$ cat src/rtl/core/cse_pkg.sv
package cse_pkg;

    // Field widths
    localparam int X_W      = 16;
    localparam int COEF_W   = 16;
    localparam int DEG_W    = 3;
    localparam int IDX_W    = 3;
    localparam int Y_W      = 19;

    // Degree limit of the polynomial table, default for the top level
    localparam int DEG_LIMIT       = 5;
    localparam int MAX_DEGREE_DEF  = 5;
    localparam int NUM_COEF        = DEG_LIMIT + 1;

    // Internal widths: powers in Q.30, products, T values, weighted terms
    localparam int FRAC_X   = 15;
    localparam int FRAC_P   = 30;
    localparam int POW_W    = 32;
    localparam int PROD_W   = POW_W + X_W;
    localparam int T_W      = 37;
    localparam int TERM_W   = T_W + COEF_W;
    localparam int ACC_W    = 56;

    localparam logic signed [POW_W-1:0]  POW_ONE  = POW_W'(1) << FRAC_P;
    localparam logic signed [PROD_W-1:0] P_RND    = PROD_W'(1) << (FRAC_X - 1);
    localparam logic signed [ACC_W-1:0]  ACC_RND  = ACC_W'(1) << (FRAC_P - 1);
    localparam logic signed [ACC_W-1:0]  Y_HI     = ACC_W'((1 << (Y_W - 1)) - 1);
    localparam logic signed [ACC_W-1:0]  Y_LO     = -Y_HI - ACC_W'(1);

    // Configuration register indexes
    typedef enum logic [IDX_W-1:0] {
        CFG_DEGREE,
        CFG_COEF0,
        CFG_COEF1,
        CFG_COEF2,
        CFG_COEF3,
        CFG_COEF4,
        CFG_COEF5
    } t_cfg_index;

    // Powers p0..p5 of x in Q.30
    typedef logic [NUM_COEF-1:0][POW_W-1:0] t_pow_vec;

    // Data handed from cell to cell
    typedef struct packed {
        logic                     last;
        logic signed [X_W-1:0]    x;
        t_pow_vec                 pw;
        logic signed [ACC_W-1:0]  acc;
    } t_cell_data;

    // T_k as integer combination of p0..p5 (row k, column j)
    localparam int CHEB_C [0:DEG_LIMIT][0:DEG_LIMIT] = '{
        '{ 1,  0,  0,   0, 0,  0},
        '{ 0,  1,  0,   0, 0,  0},
        '{-1,  0,  2,   0, 0,  0},
        '{ 0, -3,  0,   4, 0,  0},
        '{ 1,  0, -8,   0, 8,  0},
        '{ 0,  5,  0, -20, 0, 16}
    };

    // T_k in Q.30 from the powers; k is a constant at each call site
    function automatic logic signed [T_W-1:0] cheb_term(input int k, input t_pow_vec pw);
        logic signed [T_W-1:0] sum;
        sum = '0;
        for (int j = 0; j <= DEG_LIMIT; j++) begin
            sum = sum + T_W'(CHEB_C[k][j]) * T_W'(signed'(pw[j]));
        end
        return sum;
    endfunction

endpackage

$ cat src/rtl/core/cse_cell.sv
module cse_cell
    import cse_pkg::*;
#(
    parameter int K = 1
) (
    input  logic                     i_clk,
    input  logic                     i_rst_n,
    input  logic                     i_valid,
    output logic                     o_ready,
    input  t_cell_data               i_data,
    input  logic signed [COEF_W-1:0] i_coef,
    input  logic [DEG_W-1:0]         i_degree,
    output logic                     o_valid,
    input  logic                     i_ready,
    output t_cell_data               o_data
);

    // Stages: power multiply, round, T_k, coefficient multiply, accumulate
    localparam int NS = 5;
    localparam logic [DEG_W-1:0] K_CODE = DEG_W'(K);

    logic [NS-1:0]              r_v;
    logic [NS-1:0]              w_adv;
    t_cell_data                 r_d [NS];
    logic signed [PROD_W-1:0]   r_prod;
    logic signed [T_W-1:0]      r_t;
    logic signed [TERM_W-1:0]   r_term;
    logic signed [PROD_W-1:0]   w_round;
    t_cell_data                 n_d1;
    t_cell_data                 n_d4;

    // Stage advance: a stage moves when empty or when the next one moves
    always_comb begin
        w_adv[NS-1] = !r_v[NS-1] || i_ready;
        for (int s = NS - 2; s >= 0; s--) begin
            w_adv[s] = !r_v[s] || w_adv[s+1];
        end
    end

    // Valid bits
    always_ff @(posedge i_clk) begin
        if (!i_rst_n) begin
            r_v <= '0;
        end else begin
            if (w_adv[0]) begin
                r_v[0] <= i_valid;
            end
            for (int s = 1; s < NS; s++) begin
                if (w_adv[s]) begin
                    r_v[s] <= r_v[s-1];
                end
            end
        end
    end

    // Round to Q.30 and insert p_K
    always_comb begin
        w_round = r_prod + P_RND;
        n_d1 = r_d[0];
        n_d1.pw[K] = w_round[FRAC_X +: POW_W];
    end

    // Add the weighted term when K is within the degree
    always_comb begin
        n_d4 = r_d[3];
        if (K_CODE <= i_degree) begin
            n_d4.acc = r_d[3].acc + ACC_W'(r_term);
        end
    end

    // Payload registers
    always_ff @(posedge i_clk) begin
        if (w_adv[0]) begin
            r_d[0] <= i_data;
            r_prod <= signed'(i_data.pw[K-1]) * i_data.x;
        end
        if (w_adv[1]) begin
            r_d[1] <= n_d1;
        end
        if (w_adv[2]) begin
            r_d[2] <= r_d[1];
            r_t    <= cheb_term(K, r_d[1].pw);
        end
        if (w_adv[3]) begin
            r_d[3] <= r_d[2];
            r_term <= r_t * i_coef;
        end
        if (w_adv[4]) begin
            r_d[4] <= n_d4;
        end
    end

    assign o_ready = w_adv[0];
    assign o_valid = r_v[NS-1];
    assign o_data  = r_d[NS-1];

    // Upstream is held back only when every stage is occupied
    a_full_when_blocked: assert property (@(posedge i_clk) disable iff (!i_rst_n)
        !o_ready |-> &r_v)
        else $error("cell blocked with a free stage");

    // A transaction taken in lands in the first stage
    a_accept_fills: assert property (@(posedge i_clk) disable iff (!i_rst_n)
        (i_valid && o_ready) |=> r_v[0])
        else $error("accepted transaction lost in first stage");

    // A stalled result keeps its sum
    a_stall_holds: assert property (@(posedge i_clk) disable iff (!i_rst_n)
        (r_v[NS-1] && !i_ready) |=> (r_v[NS-1] && $stable(r_d[NS-1].acc)))
        else $error("stalled cell output changed");

endmodule

$ cat config.mk
export PLATFORM = sky130hd
export DESIGN_NAME = cse_cell
export DESIGN_NICKNAME = d
export VERILOG_FILES = /design/src/rtl/core/cse_pkg.sv /design/src/rtl/core/cse_cell.sv
export SDC_FILE = /design/constraint.sdc
export NUM_CORES = 2
export LEC_CHECK = 0
export BUFFER_PORTS_ARGS = -buffer_cell sky130_fd_sc_hd__buf_4
export CAP_MARGIN = 20
export CORE_AREA = 2 2 410 412
export CTS_CLUSTER_SIZE = 16
export DETAILED_ROUTE_END_ITERATION = 7
export DIE_AREA = 0 0 412 414
export GPL_ROUTABILITY_DRIVEN = 0
export PLACE_DENSITY = 0.68
export SLEW_MARGIN = 40
export SYNTH_ARGS = -nofsm -noshare
export SYNTH_HDL_FRONTEND = slang
export SYNTH_SLANG_ARGS = --single-unit
$ cat constraint.sdc
create_clock -name i_clk -period 14.26 [get_ports i_clk]
set_input_delay 2.139 -clock i_clk [delete_from_list [all_inputs] [get_ports i_clk]]
set_output_delay 2.139 -clock i_clk [all_outputs]
set_load 0.02 [all_outputs]
==> impl_results.md <==
* Slew of the pin with the lowest slew margin at 0.8914 ns
* Starting Density at 49.67%
* Setup violators final at 0
* GRT met1 Usage at 27.52%
* Routed Antenna Nets at 0
* Post-layout util at 55.23%
* Sequential area share after synthesis at 50.07%
* Mapped cell area at 82600 µm²
* Critical path type: in -> reg
* Crit path required time at 14.79 ns
* Layout cells sized above 1 at 12.36%
* Commonest non-fill, non-tap cell in the layout: edfxtp_1
* Max-cap violations at 0
* Final wirelength at 182000 µm
* Final Cycle Share at 57.99%
* Seq cells post-synth at 1379
* Final hold vios at 0
* Post-CTS Resized at 0
* RR Endpoint: r_term[47]
* Most used DFF post-synth: edfxtp_1
* Min-delay worst type: reg -> reg
* Area post-placement at 87160 µm²
* Clk_lat worst skew at 0.81 ns
* FFs w/ async S/R, synth at 0%
* Post-layout net count at 8038
* Mean Syn Cell Area at 13.19 µm²
* GRT Util Overall at 21.78%
* Normalized max-slew margin at 40.57%
* Die width at 412 µm
* Area Overhead vs Synth at 11.19%
* Die height at 414 µm
* GR Util met3 at 4.249%
* Vias/cell at 5.202
* DR vias at 45930
* Outcome: completed
* Initial antenna violation count at 13
* Post-DP HPWL at 129200 µm
* H-tree depth at 4
* Synthesized instance count at 6261
* Total grt overflow at 0
* Postcts setup bufs at 0
* CTS Buf Count at 141
* IO Pins at 555
* Crit path to: r_term[47]
* RSZ-0062 raised after global routing: no
* CTS tree: built
* Critical path arrival at 8.80 ns
* Longest Clk Path Bufs at 3
* EDFF count, synth at 1374
* CORE AREA at 166300 µm²
* First DRT Iteration DRCs at 3090
* Worst setup path startpoint: i_coef[1]
* Yosys cell types at 81
* FF-to-FF Start: r_t[7]
* First-pass DRT Iterations at 5
* Fillers at 13410
* Worst Setup End Kind: register
* CP Launch Type: input pin
* Max Slew Vio Count at 0
* Reg clk slew, reported paths at 0.06 ns
* Die Area at 170600 µm²
* Port Buffer Count at 522
* Worst Skew at 0.04568 ns
* Gr busiest metal: met2
* Setup TNS at 0 ns
* Hold Buf Count CTS at 0
* DR DRC count at 0
* Min Hold Slack at 0.3767 ns
* Crit path max fanout at 32
* Fmax at 120.9 MHz
* GR Layer Usage met2 at 37.70%
* Root Driver: clkbuf_16
* Syn nets at 7794
* Most frequent cells in the layout: edfxtp_1 (1374), inv_1 (1120), fa_1 (966), nand2_1 (649), buf_4 (535)
* Clock net sink count at 1379
* Routed WL per cell at 20.62 µm
* Largest net degree at the start of global routing at 140
* First-pass GRT wire length at 282800 µm
* Design area at 91840 µm²
* Synth warnings at 0
* Fin crit period at 8.269 ns
* Number of global-route vias before repair at 49850
* R2r setup slk at 6.86 ns
* Worst Reg-to-Reg Cells at 23
* Rows at 150
critical path, stage by stage:
cell       delay, ns
buf_4           0.42
nand2_1         0.19
fa_1            0.54
fa_1            0.48
fa_1            0.56
inv_1           0.07
fa_1            0.46
fa_1            0.55
inv_1           0.06
fa_1            0.47
inv_1           0.04
ha_1            0.35
nand2_1         0.10
nor2_1          0.14
and4_1          0.26
o2111ai_1       0.25
a21oi_1         0.28
o211ai_1        0.19
a211oi_1        0.55
o21ai_0         0.26
o21ai_0         0.25
xnor2_1         0.13
stage by stage:
step,setup slack (ns),std cells
floorplan,2.866,6261
global placement,5.051,8539
detailed placement,5.196,8562
CTS,6.075,8816
global route,5.719,8829
finish,5.991,8829
logic make-up after synthesis:
logic type               share of synthesized area, %
AO/OA/AOI/OAI                                   3.690
AND/OR/NAND/NOR                                 8.250
buffers and inverters                           8.451
flip-flops                                      50.07
adder cells (fa/ha/maj)                         27.64
XOR/XNOR                                        1.834
multiplexers                                  0.06060
registers in the layout (all words and copies together), names as in the netlist:
| signal | count |
|---|---|
| r_term | 48 |
| r_v | 5 |
| r_prod | 33 |
| r_t | 31 |
| r_d | 1262 |
cells in the mapped netlist (19+ instances only):
| library cell | count | area [µm²] |
|---|---|---|
| nand3_1 | 39 | 195.2 |
| o21ai_0 | 77 | 385.4 |
| edfxtp_1 | 1374 | 41260 |
| ha_1 | 279 | 3491 |
| nor2b_1 | 21 | 131.4 |
| nand4_1 | 38 | 237.7 |
| o21bai_1 | 21 | 157.7 |
| a21oi_1 | 141 | 705.7 |
| and2_1 | 410 | 2565 |
| and3_1 | 19 | 118.9 |
| fa_1 | 966 | 19340 |
| xnor2_1 | 119 | 1042 |
| o21a_1 | 21 | 157.7 |
| clkbuf_1 | 195 | 732.0 |
| nand2b_1 | 22 | 137.6 |
| xor2_1 | 54 | 473.0 |
| inv_1 | 1122 | 4212 |
| buf_4 | 265 | 1989 |
| nor2_1 | 145 | 544.3 |
| a21o_1 | 91 | 683.2 |
| nand2_1 | 651 | 2444 |
how the worst min path moves through the flow:
stage	from	endpoint	slack (ns)	cells past startpoint
5_1_grt	r_d[0][444]	r_d[0][709]	0.40	0
6_report	r_d[0][697]	r_d[0][962]	0.38	0
3_5_place_dp	r_d[0][754]	r_d[0][1019]	0.40	0
2_1_floorplan	r_d[0][735]	r_d[0][1000]	0.40	0
4_1_cts	r_d[0][268]	r_d[0][533]	0.38	0
3_3_place_gp	r_d[0][681]	r_d[0][946]	0.40	0
area by class of cell:
cell class                      instances  area (µm²)  share of cell area (%)
Sequential cell                      1379       41360                   45.04
Tap cell                             2204        2758                   3.003
Multi-Input combinational cell       3289       34320                   37.37
Timing Repair Buffer                  570        4546                   4.950
Clock buffer                          171        3641                   3.965
Inverter                             1124        4245                   4.623
Clock inverter                         83       949.7                   1.034
Antenna cell                            9       22.52                 0.02452
routing by layer:
metal  share of wire [%]  vias up
met1                  40    23570
li1                    -    20380
met2                  51     1640
met4                 2.6        6
met3                 7.0      330
met5               0.019        -
Power is left out: the tool's default activity adds up to more than one toggle a clock period on the data nets, which glitch-free logic cannot reach.
